**config.mk**
```make
export PLATFORM = sky130hd
export DESIGN_NAME = gcode_line_parser
export DESIGN_NICKNAME = d
export VERILOG_FILES = /design/src/sv/gcl_pkg.sv /design/src/sv/gcl_value_unit.sv /design/src/sv/gcl_line_core.sv /design/src/sv/gcode_line_parser.sv
export VERILOG_INCLUDE_DIRS = /design/src /design/src/sv
export SDC_FILE = /design/constraint.sdc
export NUM_CORES = 2
export LEC_CHECK = 0
export BUFFER_PORTS_ARGS = -buffer_cell sky130_fd_sc_hd__clkbuf_2
export CORE_MARGIN = 5
export CORE_UTILIZATION = 65
export DETAILED_ROUTE_END_ITERATION = 7
export PLACE_DENSITY_LB_ADDON = 0.05
export SYNTH_ARGS = -nofsm -noshare
export SYNTH_HDL_FRONTEND = slang
export SYNTH_HIERARCHICAL = 1
export SYNTH_SLANG_ARGS = --single-unit
```
**constraint.sdc**
```tcl
create_clock -name clock -period 18 [get_ports clock]
set_clock_uncertainty 0.05 [all_clocks]
set_input_delay 1.8 -clock clock [delete_from_list [all_inputs] [get_ports clock]]
set_output_delay 1.8 -clock clock [all_outputs]
set_load 0.02 [all_outputs]
```
**src/sv/gcode_line_parser_assert.svh**
```systemverilog
// Assertion macros for the G-code line parser RTL
`ifndef GCODE_LINE_PARSER_ASSERT_SVH
`define GCODE_LINE_PARSER_ASSERT_SVH
`ifndef SYNTHESIS
`define GCL_ASSERT(label, prop, msg) \
   label: assert property (@(posedge clock) disable iff (reset) prop) else $error(msg);
`define GCL_NEVER(label, expr, msg) \
   label: assert property (@(posedge clock) disable iff (reset) !(expr)) else $error(msg);
`else
`define GCL_ASSERT(label, prop, msg)
`define GCL_NEVER(label, expr, msg)
`endif
`endif

```
**src/sv/gcl_pkg.sv**
```systemverilog
// Shared types, constants and helper functions of the G-code line parser
`default_nettype none
package gcl_pkg;

   localparam int MAX_LINE  = 255;
   localparam int CHAR_W    = $clog2(MAX_LINE + 1);
   localparam int NUM_WORDS = 5;
   localparam int K_W       = 14;
   localparam int A_W       = 14;
   localparam int MAG_W     = 32 + K_W;

   localparam logic [7:0] CH_G     = 8'h47;
   localparam logic [7:0] CH_M     = 8'h4D;
   localparam logic [7:0] CH_X     = 8'h58;
   localparam logic [7:0] CH_Y     = 8'h59;
   localparam logic [7:0] CH_Z     = 8'h5A;
   localparam logic [7:0] CH_S     = 8'h53;
   localparam logic [7:0] CH_F     = 8'h46;
   localparam logic [7:0] CH_LF    = 8'h0A;
   localparam logic [7:0] CH_CR    = 8'h0D;
   localparam logic [7:0] CH_TAB   = 8'h09;
   localparam logic [7:0] CH_SPACE = 8'h20;
   localparam logic [7:0] CH_PLUS  = 8'h2B;
   localparam logic [7:0] CH_MINUS = 8'h2D;
   localparam logic [7:0] CH_DOT   = 8'h2E;
   localparam logic [7:0] CH_ZERO  = 8'h30;
   localparam logic [7:0] CH_NINE  = 8'h39;
   localparam logic [7:0] CH_NUL   = 8'h00;

   localparam logic [2:0] SLOT_NONE = 3'd0;
   localparam logic [2:0] SLOT_X    = 3'd1;
   localparam logic [2:0] SLOT_Y    = 3'd2;
   localparam logic [2:0] SLOT_Z    = 3'd3;
   localparam logic [2:0] SLOT_S    = 3'd4;
   localparam logic [2:0] SLOT_F    = 3'd5;

   typedef enum logic [2:0] {
      PH_LEAD,
      PH_CODE,
      PH_SKIP,
      PH_GAP,
      PH_VALUE,
      PH_DEAD
   } phase_type;

   typedef enum logic [1:0] {
      NS_FRESH,
      NS_BLANK,
      NS_INT,
      NS_FRAC
   } num_stage_type;

   typedef struct packed {
      phase_type                      phase;
      logic [CHAR_W-1:0]              chars;
      logic [31:0]                    acc;
      logic                           neg;
      logic [1:0]                     frac_cnt;
      num_stage_type                  stage;
      logic [2:0]                     letter;
      logic                           seen_cmd;
      logic                           cmd_m;
      logic [15:0]                    code;
      logic [NUM_WORDS-1:0][31:0]     values;
      logic [NUM_WORDS-1:0]           mask;
   } line_state_type;

   typedef struct packed {
      logic                           command_letter;
      logic [15:0]                    code_number;
      logic [NUM_WORDS-1:0][31:0]     values;
      logic [NUM_WORDS-1:0]           present_mask;
      logic                           line_valid;
   } line_result_type;

   typedef struct packed {
      logic [31:0]    base;
      logic [K_W-1:0] mult;
      logic [A_W-1:0] addend;
      logic           neg;
   } commit_req_type;

   function automatic logic [2:0] letter_slot(input logic [7:0] c);
      logic [2:0] slot;
      unique case (c)
         CH_X:    slot = SLOT_X;
         CH_Y:    slot = SLOT_Y;
         CH_Z:    slot = SLOT_Z;
         CH_S:    slot = SLOT_S;
         CH_F:    slot = SLOT_F;
         default: slot = SLOT_NONE;
      endcase
      return slot;
   endfunction

   // thousandths scale for a given number of fraction digits
   function automatic logic [K_W-1:0] frac_scale(input logic [1:0] fc);
      logic [K_W-1:0] k;
      unique case (fc)
         2'd0:    k = K_W'(1000);
         2'd1:    k = K_W'(100);
         2'd2:    k = K_W'(10);
         default: k = K_W'(1);
      endcase
      return k;
   endfunction

endpackage
`default_nettype wire

```
**src/sv/gcl_value_unit.sv**
```systemverilog
// Scales a parsed magnitude and saturates it to the code and value ranges
`default_nettype none
module gcl_value_unit (
   input  gcl_pkg::commit_req_type req,
   output logic [15:0]             val16,
   output logic [31:0]             val32
);
   import gcl_pkg::*;

   logic [MAG_W-1:0] mag;
   logic [31:0]      lim32;
   logic [16:0]      lim16;

   assign mag = MAG_W'(req.base) * MAG_W'(req.mult) + MAG_W'(req.addend);

   always_comb begin
      if (req.neg) begin
         lim32 = (mag > MAG_W'(33'h0_8000_0000)) ? 32'h8000_0000 : mag[31:0];
         val32 = 32'd0 - lim32;
         lim16 = (mag > MAG_W'(32768)) ? 17'd32768 : mag[16:0];
         val16 = 16'(17'd0 - lim16);
      end else begin
         lim32 = (mag > MAG_W'(32'h7FFF_FFFF)) ? 32'h7FFF_FFFF : mag[31:0];
         val32 = lim32;
         lim16 = (mag > MAG_W'(32767)) ? 17'd32767 : mag[16:0];
         val16 = lim16[15:0];
      end
   end

endmodule
`default_nettype wire

```
**src/sv/gcl_line_core.sv**
```systemverilog
// Per-character parse state, next-state logic and line result formation
`default_nettype none
`include "gcode_line_parser_assert.svh"
module gcl_line_core (
   input  logic                     clock,
   input  logic                     reset,
   input  logic                     step,
   input  logic [7:0]               ch,
   output logic                     res_valid,
   output gcl_pkg::line_result_type res
);
   import gcl_pkg::*;

   localparam line_state_type LINE_CLEAR = '0;

   line_state_type st_ff, st_in, s_end;
   commit_req_type creq;
   logic [15:0]    v16;
   logic [31:0]    v32;
   logic           fin;
   logic           is_eol, is_digit, is_sign, is_blank, num_phase, early;
   logic [3:0]     dig;
   logic [35:0]    acc_t;
   logic [31:0]    acc_dig;

   function automatic line_state_type apply_commit(input line_state_type s,
                                                   input logic [15:0] c16,
                                                   input logic [31:0] c32);
      line_state_type r;
      logic [2:0]     idx;
      r   = s;
      idx = 3'(s.letter - 3'd1);
      if (s.phase == PH_CODE) begin
         r.code = c16;
      end else if (s.letter != SLOT_NONE && s.letter <= SLOT_F) begin
         r.values[idx] = c32;
         r.mask[idx]   = 1'b1;
      end
      return r;
   endfunction

   function automatic line_state_type begin_word(input line_state_type s,
                                                 input logic [7:0] c);
      line_state_type r;
      r          = s;
      r.letter   = letter_slot(c);
      r.phase    = PH_VALUE;
      r.acc      = '0;
      r.neg      = 1'b0;
      r.frac_cnt = '0;
      r.stage    = NS_FRESH;
      return r;
   endfunction

   assign is_eol    = (ch == CH_CR) || (ch == CH_LF);
   assign is_digit  = (ch >= CH_ZERO) && (ch <= CH_NINE);
   assign is_sign   = (ch == CH_PLUS) || (ch == CH_MINUS);
   assign is_blank  = (ch == CH_SPACE) || (ch == CH_TAB);
   assign num_phase = (st_ff.phase == PH_CODE) || (st_ff.phase == PH_VALUE);
   assign early     = (st_ff.stage == NS_FRESH) || (st_ff.stage == NS_BLANK);
   assign dig       = ch[3:0];

   assign acc_t   = 36'({st_ff.acc, 3'b000}) + 36'({st_ff.acc, 1'b0}) + 36'(dig);
   assign acc_dig = (acc_t[35:32] != 4'd0) ? 32'hFFFF_FFFF : acc_t[31:0];

   // scaling request: folds a digit taken this cycle into the multiply
   always_comb begin
      creq.base   = st_ff.acc;
      creq.neg    = (is_sign && early) ? (ch == CH_MINUS) : st_ff.neg;
      creq.mult   = (st_ff.phase == PH_CODE) ? K_W'(1) : frac_scale(st_ff.frac_cnt);
      creq.addend = '0;
      if (is_digit) begin
         if (st_ff.phase == PH_CODE) begin
            creq.mult   = K_W'(10);
            creq.addend = A_W'(dig);
         end else if (st_ff.stage != NS_FRAC) begin
            creq.mult   = K_W'(10000);
            creq.addend = A_W'(dig) * A_W'(1000);
         end else begin
            unique case (st_ff.frac_cnt)
               2'd0: begin
                  creq.mult   = K_W'(1000);
                  creq.addend = A_W'(dig) * A_W'(100);
               end
               2'd1: begin
                  creq.mult   = K_W'(100);
                  creq.addend = A_W'(dig) * A_W'(10);
               end
               2'd2: begin
                  creq.mult   = K_W'(10);
                  creq.addend = A_W'(dig);
               end
               default: begin
                  creq.mult   = K_W'(1);
                  creq.addend = '0;
               end
            endcase
         end
      end
   end

   gcl_value_unit u_value (
      .req   (creq),
      .val16 (v16),
      .val32 (v32)
   );

   always_comb begin : next_state
      line_state_type s;
      logic           fresh;
      s     = st_ff;
      fresh = 1'b0;
      fin   = 1'b0;
      if (step) begin
         if (is_eol) begin
            if (num_phase) begin
               s = apply_commit(s, v16, v32);
            end
            fin = 1'b1;
         end else begin
            s.chars = st_ff.chars + CHAR_W'(1);
            unique case (st_ff.phase)
               PH_LEAD: begin
                  if (is_blank) begin
                     s.phase = PH_LEAD;
                  end else if (ch == CH_G || ch == CH_M) begin
                     s.seen_cmd = 1'b1;
                     s.cmd_m    = (ch == CH_M);
                     s.phase    = PH_CODE;
                     fresh      = 1'b1;
                  end else begin
                     s.phase = PH_DEAD;
                  end
               end
               PH_CODE, PH_VALUE: begin
                  if (is_digit) begin
                     if (st_ff.stage == NS_FRAC) begin
                        if (st_ff.frac_cnt != 2'd3) begin
                           s.acc      = acc_dig;
                           s.frac_cnt = st_ff.frac_cnt + 2'd1;
                        end
                     end else begin
                        s.acc   = acc_dig;
                        s.stage = NS_INT;
                     end
                  end else if (is_sign && early) begin
                     s.neg   = (ch == CH_MINUS);
                     s.stage = NS_INT;
                  end else if (ch == CH_DOT && st_ff.phase == PH_VALUE &&
                               st_ff.stage != NS_FRAC) begin
                     s.stage = NS_FRAC;
                  end else if (is_blank && early) begin
                     s.stage = NS_BLANK;
                  end else begin
                     s = apply_commit(s, v16, v32);
                     if (ch == CH_NUL) begin
                        s.phase = PH_DEAD;
                     end else if (st_ff.stage == NS_BLANK) begin
                        s     = begin_word(s, ch);
                        fresh = 1'b1;
                     end else if (ch == CH_SPACE) begin
                        s.phase = PH_GAP;
                     end else begin
                        s.phase = PH_SKIP;
                     end
                  end
               end
               PH_SKIP: begin
                  if (ch == CH_SPACE) begin
                     s.phase = PH_GAP;
                  end else if (ch == CH_NUL) begin
                     s.phase = PH_DEAD;
                  end
               end
               PH_GAP: begin
                  if (ch == CH_NUL) begin
                     s.phase = PH_DEAD;
                  end else if (ch != CH_SPACE) begin
                     s     = begin_word(s, ch);
                     fresh = 1'b1;
                  end
               end
               default: begin
                  s.phase = st_ff.phase;
               end
            endcase
            if (s.chars == CHAR_W'(MAX_LINE)) begin
               fin = 1'b1;
               if (s.phase == PH_CODE || s.phase == PH_VALUE) begin
                  s = apply_commit(s, fresh ? 16'd0 : v16, fresh ? 32'd0 : v32);
               end
            end
         end
      end
      s_end = s;
      st_in = fin ? LINE_CLEAR : s;
   end

   always_comb begin : result_form
      res_valid          = fin;
      res.command_letter = s_end.seen_cmd & s_end.cmd_m;
      res.code_number    = s_end.code;
      res.values         = s_end.values;
      res.present_mask   = s_end.mask;
      res.line_valid     = s_end.seen_cmd;
   end

   always_ff @(posedge clock) begin
      if (reset) begin
         st_ff <= LINE_CLEAR;
      end else begin
         st_ff <= st_in;
      end
   end

   `GCL_NEVER(a_chars_below_max, st_ff.chars >= CHAR_W'(MAX_LINE), "line count past limit")
   `GCL_NEVER(a_mask_needs_cmd, st_ff.mask != '0 && !st_ff.seen_cmd, "word without command")
   `GCL_NEVER(a_lead_no_cmd, st_ff.phase == PH_LEAD && st_ff.seen_cmd, "command in lead phase")
   `GCL_ASSERT(a_end_clears, step && res_valid |=> st_ff.chars == '0 && st_ff.phase == PH_LEAD, "line end did not clear")

endmodule
`default_nettype wire

```
**src/sv/gcode_line_parser.sv**
```systemverilog
// Top level of the G-code line parser: input register, parse core, result register
// A line-ending character waits in the input register; its line result is registered.
// Throughput: one character per cycle; a result that is not taken stalls the core, and
// the input register holds one more character before req_ready drops.
// Reset: synchronous, active high; clears the parse state and both valid flags.
`default_nettype none
`include "gcode_line_parser_assert.svh"
module gcode_line_parser (
   input  logic               clock,
   input  logic               reset,
   input  logic               req_valid,
   output logic               req_ready,
   input  logic [7:0]         req_ch,
   output logic               rsp_valid,
   input  logic               rsp_ready,
   output logic               rsp_command_letter,
   output logic signed [15:0] rsp_code_number,
   output logic signed [31:0] rsp_x_value,
   output logic signed [31:0] rsp_y_value,
   output logic signed [31:0] rsp_z_value,
   output logic signed [31:0] rsp_s_value,
   output logic signed [31:0] rsp_f_value,
   output logic [4:0]         rsp_present_mask,
   output logic               rsp_line_valid
);
   import gcl_pkg::*;

   logic            in_valid_ff, in_valid_in;
   logic [7:0]      in_ch_ff;
   logic            rsp_valid_ff, rsp_valid_in;
   line_result_type rsp_ff;
   line_result_type core_res;
   logic            core_res_valid;
   logic            advance;

   assign advance   = in_valid_ff && (!rsp_valid_ff || rsp_ready);
   assign req_ready = !in_valid_ff || advance;

   gcl_line_core u_core (
      .clock     (clock),
      .reset     (reset),
      .step      (advance),
      .ch        (in_ch_ff),
      .res_valid (core_res_valid),
      .res       (core_res)
   );

   always_comb begin
      in_valid_in = req_valid ? 1'b1 : (in_valid_ff && !advance);
      if (advance) begin
         rsp_valid_in = core_res_valid;
      end else if (rsp_ready) begin
         rsp_valid_in = 1'b0;
      end else begin
         rsp_valid_in = rsp_valid_ff;
      end
   end

   always_ff @(posedge clock) begin
      if (reset) begin
         in_valid_ff  <= 1'b0;
         rsp_valid_ff <= 1'b0;
      end else begin
         if (req_ready) begin
            in_valid_ff <= in_valid_in;
         end
         rsp_valid_ff <= rsp_valid_in;
      end
   end

   always_ff @(posedge clock) begin
      if (req_valid && req_ready) begin
         in_ch_ff <= req_ch;
      end
      if (advance && core_res_valid) begin
         rsp_ff <= core_res;
      end
   end

   assign rsp_valid          = rsp_valid_ff;
   assign rsp_command_letter = rsp_ff.command_letter;
   assign rsp_code_number    = rsp_ff.code_number;
   assign rsp_x_value        = rsp_ff.values[0];
   assign rsp_y_value        = rsp_ff.values[1];
   assign rsp_z_value        = rsp_ff.values[2];
   assign rsp_s_value        = rsp_ff.values[3];
   assign rsp_f_value        = rsp_ff.values[4];
   assign rsp_present_mask   = rsp_ff.present_mask;
   assign rsp_line_valid     = rsp_ff.line_valid;

   `GCL_NEVER(a_no_overwrite, req_valid && req_ready && in_valid_ff && !advance, "input register overrun")
   `GCL_ASSERT(a_hold_input, in_valid_ff && !advance |=> in_valid_ff && $stable(in_ch_ff), "stalled character lost")
   `GCL_ASSERT(a_result_loaded, advance && core_res_valid |=> rsp_valid_ff, "line result dropped")

endmodule
`default_nettype wire

```
# Yosys cells after proc, flatten, opt, wreduce, memory -nomap -nowiden
# Index checks and enable logic that the tools add are counted.
dict set report totals {
  in_bits 12
  regBits 427
  wordCells 230
}
dict set report op_classes {
  n_mul 4
  n_bitwise 4
  add_sub_neg 9
  order_cmp 12
  n_mux 109
  reduce_logical 36
  n_eq_ne 28
}
# operator n
set op_table {}
lappend op_table {{2-to-1 mux 231 bit} 8}
lappend op_table {{2-to-1 mux 181 bit} 5}
lappend op_table {{2-to-1 mux 186 bit} 4}
lappend op_table {{2-to-1 mux 165 bit} 4}
lappend op_table {{2-to-1 mux 234 bit} 2}
lappend op_table {{2-to-1 mux 223 bit} 2}
lappend op_table {{case mux 181 bit (2 select lines)} 1}
lappend op_table {{bitwise mux 160 bit} 2}
lappend op_table {{2-to-1 mux 32 bit} 10}
lappend op_table {{demux 32 bit (select 3 bit)} 2}
lappend op_table {{2-to-1 mux 183 bit} 1}
lappend op_table {{2-to-1 mux 16 bit} 6}
lappend op_table {{2-to-1 mux 48 bit} 2}
lappend op_table {{case mux 48 bit (2 select lines)} 1}
lappend op_table {{2-to-1 mux 46 bit} 2}
lappend op_table {{2-to-1 mux 28 bit} 3}
lappend op_table {{case mux 24 bit (3 select lines)} 1}
lappend op_table {{== test 8 x 7 -> 1 bit, second input constant} 7}
lappend op_table {{adder 46 x 14 -> 46 bit} 1}
lappend op_table {{greater-than comparator 46 x 15 -> 1 bit, second input constant} 1}
lappend op_table {{greater-than comparator 46 x 16 -> 1 bit, second input constant} 1}
lappend op_table {{greater-than comparator 46 x 31 -> 1 bit, second input constant} 1}
lappend op_table {{greater-than comparator 46 x 32 -> 1 bit, second input constant} 1}
lappend op_table {{multiplier 32 x 14 -> 46 bit} 1}
lappend op_table {{other kinds (52)} 133}

# Depth between registers and ports, before layout
dict set report logic_depth {
  depth_word 43
  depth_mapped 50
}

# Modules after synthesis
# Netlist, hierarchy kept.
# mod area_each_um2 instances cells_each
set modules_own_cells {}
lappend modules_own_cells {gcl_value_unit 17463.0 1 2154}
lappend modules_own_cells {gcl_line_core 15865.2 1 1904}
lappend modules_own_cells {gcode_line_parser 5838.1 1 202}

# Worst setup path before layout
# Ideal clock, no wire load.
dict set report synth_timing {
  path_kind {reg-to-reg}
  start {register in_ch_ff[2]}
  end {register rsp_ff, in the netlist rsp_x_value[20] (data pin)}
  stages_incl_launch_ff 46
  period_less_slack_ns 11.953
  required_time_ns 17.699
  setup_time_ns 0.251
  n_path_buf 5
  t_arrival_ns 11.652
  setup_slack_ns 6.047
  cell_sequence {edfxtp_1 > fa_1 > inv_1 > fa_1 > inv_1 > ha_1 > a21o_1 > a21o_1 > a21oi_1 > o21ai_0 > a21oi_1 > xor2_1 > nor3_1 > fa_1 > inv_1 > fa_1 > inv_1 > fa_1 > (+10 left out) > a311oi_1 > or4_4 > nor4_1 > o211ai_1 > clkbuf_1 > clkbuf_1 > or2_2 > ha_1 > inv_1 > or4_1 > nor3_1 > nand3b_1 > o31a_1 > o22a_1 > clkbuf_1 > and2_1 > mux2_2 > buf_4}
}
# item line_no
set synth_rtl {}
lappend synth_rtl {{from (decl)} gcode_line_parser.sv:29} ;# logic [7:0] in_ch_ff;
lappend synth_rtl {{from (signal assigned)} gcode_line_parser.sv:73} ;# in_ch_ff <= req_ch;
lappend synth_rtl {{to (signal assigned)} gcode_line_parser.sv:76} ;# rsp_ff <= core_res;
lappend synth_rtl {{to (decl)} gcode_line_parser.sv:31} ;# line_result_type rsp_ff;

==> qor.yml <==
worst_hold_path:
  hold_path_class: "register to register"
  hold_depth: 2
  min_from: "u_core/st_ff[73]$_SDFF_PP0_"
layout:
  syn2layout_area_growth_pct: 3.980
  fill_cells: 4850
  drive_gt1_share_pct: 10.21
  nNetsFinal: 4753
  diodes: 0
  finalInstanceArea_mm2: 0.04073
yosys:
  yosysWarnings: 6
  yosys-top-cells-count: "430 x nand2_1, 415 x inv_1, 382 x fa_1, 264 x and2_1, 236 x dfxtp_1"
  syn_avg_cell_area_um2: 9.194
  synth_edf_count: 191
  synth_area_mm2: 0.03917
  synth.area.top_cells: "fa_1 20%, edfxtp_1 15%, dfxtp_1 12%"
  synth_cells: 4260
  async_reset_ff_share_pct: 0
  seq_area_frac_synth_pct: 26.71
  yosysTopAreaCell: "fa_1"
  synth-seq-cells: 427
  yosys.area.top_type_share_pct: 19.53
  synth_ff_type: "dfxtp_1"
  synth_most_common_cell: "nand2_1"
  ys_types: 101
drt:
  first_pass_iters: 6
  via_count: 30810
  ant_nets: 0
  drcViolationCount: 0
  drt_iter0_drc: 2378
  wire_per_inst_um: 21.44
  routed_via_density: 6.232
  routed_wl_um: 106000
pwr:
  ir_drop_uv: 64.70
  p_leak_uw: 0.01811
  powerDensity_mw_per_mm2: 75.91
sta:
  setup_slack_ns: 4.774
  maxSlewViolCount: 0
  setup_violations: 0
  slew_headroom_pct: 15.92
  rsz0062_at_grt: "false"
  min_period_ns: 13.23
  worst_slew_pin_slew_ns: 1.261
  finalCritPeriodShare_pct: 73.48
  fmax_mhz: 75.61
  hold_violations: 0
  setup_tns_ns: 0
global_routing:
  antenna_found_initial: 0
  overflow: 0
  grt_max_degree: 97
  grt.total_usage_pct: 31.93
  grt_pass1_wl_um: 170200
  grt_pass1_vias: 30630
run:
  maxCapViolations: 0
clock_network:
  cts_root_buffer: "clkbuf_16"
  htree_levels: 2
  postCtsHoldBufs: 0
  cts_setup_buffers: 0
  cts_resized: 0
  cts_buffer_depth: 3
  cts_sinks: 427
  cts_tree: "done"
  path_clk_slew_ns: 0.07
  cts_made_buffers: 44
  clkLatencyLatePin_ns: 0.58
critical_path:
  crit_top_cell: "fa_1"
  crit_fanout: 15
  max_stage_delay_ns: 0.72
  rr_startpoint: "in_ch_ff[2]$_DFFE_PP_"
  critPathArrivalTime_ns: 13.68
  endpoint_kind: "register"
  critical_path.startpoint_type: "register"
  worst_r2r_path_depth: 41
  crit_type: "register to register"
  critPathSlowestCell: "fa_1"
  crit_start: "in_ch_ff[2]$_DFFE_PP_"
  required_ns: 18.45
outcome:
  status: "complete, no violations"
die:
  dieArea_mm2: 0.06526
  rows: 90
  start_util_pct: 65.26
  die-height_um: 255.5
  pin_count: 197
  core-area_mm2: 0.06002
  die_x_um: 255.5
place:
  port_buffers: 196
  gp_congestion: 0.9733
  hpwlAfterDp_um: 78390
  post-place-ws_ns: 4.946
  dpl_cell_area_mm2: 0.03931
==> registers in the layout, summed over array words and instances (netlist names) <==
name                count
in_ch_ff                8
in_valid_ff             1
rsp_code_number        16
rsp_command_letter      1
rsp_f_value            32
rsp_line_valid          1
rsp_present_mask        5
rsp_s_value            32
rsp_valid               1
rsp_x_value            32
rsp_y_value            32
rsp_z_value            32
u_core/creq            32
u_core/st_ff          202
==> worst paths after layout <==
path,slack (ns),endpoint
setup / recovery,4.77,u_core/st_ff[151]$_SDFF_PP0_
hold / removal,0.39,u_core/st_ff[73]$_SDFF_PP0_
setup reg to reg,4.77,u_core/st_ff[151]$_SDFF_PP0_
hold reg to reg,0.39,u_core/st_ff[73]$_SDFF_PP0_
==> power by group <==
| group | internal, µW | switching, µW | leakage [µW] | total (µW) |
|---|---|---|---|---|
| Clock | 504 | 400 | 0.000701 | 904 |
| Sequential | 1070 | 39.4 | 0.00372 | 1110 |
| Combinational | 355 | 726 | 0.0137 | 1080 |
| Total | 1930 | 1170 | 0.0181 | 3090 |
==> per-layer routing <==
layer | track usage (%) | wire (µm) | up-vias
met5 | 0 | 0 | -
met4 | 12.04 | 4510 | 0
met3 | 4.364 | 7172 | 231
li1 | - | - | 14160
met1 | 41.95 | 43270 | 15160
met2 | 54.47 | 51010 | 1262
==> metrics by stage <==
| step | hold WS (ns) | std cells | util (%) | total power (µW) |
|---|---|---|---|---|
| finish | 0.3873 | 4943 | 67.85 | 3091 |
| global route | 0.4075 | 4943 | 67.85 | 3233 |
| CTS | 0.3885 | 4943 | 67.85 | 3079 |
| detailed placement | 0.3794 | 4863 | 65.49 | 2176 |
| global placement | 0.3732 | 4863 | 65.49 | 2163 |
| floorplan | 0.3660 | 4269 | - | 1922 |
==> cell usage in the layout (no fill, tap or decap), drive strengths merged, types with 31 or more instances in the layout <==
| cell type | Yosys | final |
|---|---|---|
| dfxtp | 236 | 236 |
| xor2 | 31 | 31 |
| buf | 233 | 59 |
| edfxtp | 191 | 191 |
| nand3 | 50 | 50 |
| fa | 382 | 382 |
| nor3 | 93 | 93 |
| o21a | 46 | 46 |
| clkbuf | 210 | 248 |
| nand4 | 33 | 33 |
| a21oi | 226 | 226 |
| nor2 | 234 | 234 |
| inv | 415 | 420 |
| a22o | 196 | 196 |
| xnor2 | 39 | 39 |
| nand2 | 430 | 430 |
| o21ai | 166 | 166 |
| a31oi | 37 | 37 |
| ha | 232 | 232 |
| and2 | 265 | 265 |
==> final cells by class <==
type,count,area (µm²),area share [%]
clock inverter,28,235.2,0.5776
inverter,416,1562,3.834
clock buffer,52,1182,2.903
multi-input combinational,2983,24880,61.10
timing repair buffer,255,1424,3.496
tap,782,978.4,2.403
sequential,427,10460,25.68
==> kinds of logic (layout without fill, tap and decap cells) <==
group                      after synthesis  in the layout  share of synthesized area (%)
AOI/OAI and AO/OA                      949            949                          17.06
xor gates and xnor gates                70             70                          1.565
adders and majority gates              614            614                          26.94
buffers and inverters                  859            751                          10.15
DFF                                    427            427                          26.71
muxes                                   38             38                          1.048
other                                    1             10                       0.009575
and+or+nand+nor                       1302           1302                          16.53
==> worst max-delay path: cells and delay by family, from the launching register on <==
kind | cells | cell delay, ns
flops | 1 | 0.64
xor+xnor | 1 | 0.16
mux | 1 | 0.27
compound gates | 11 | 3.15
fa+ha+maj | 11 | 5.51
buf+inv | 5 | 0.54
simple gates | 12 | 2.84
No activity file was read; power rests on OpenSTA's default activity.
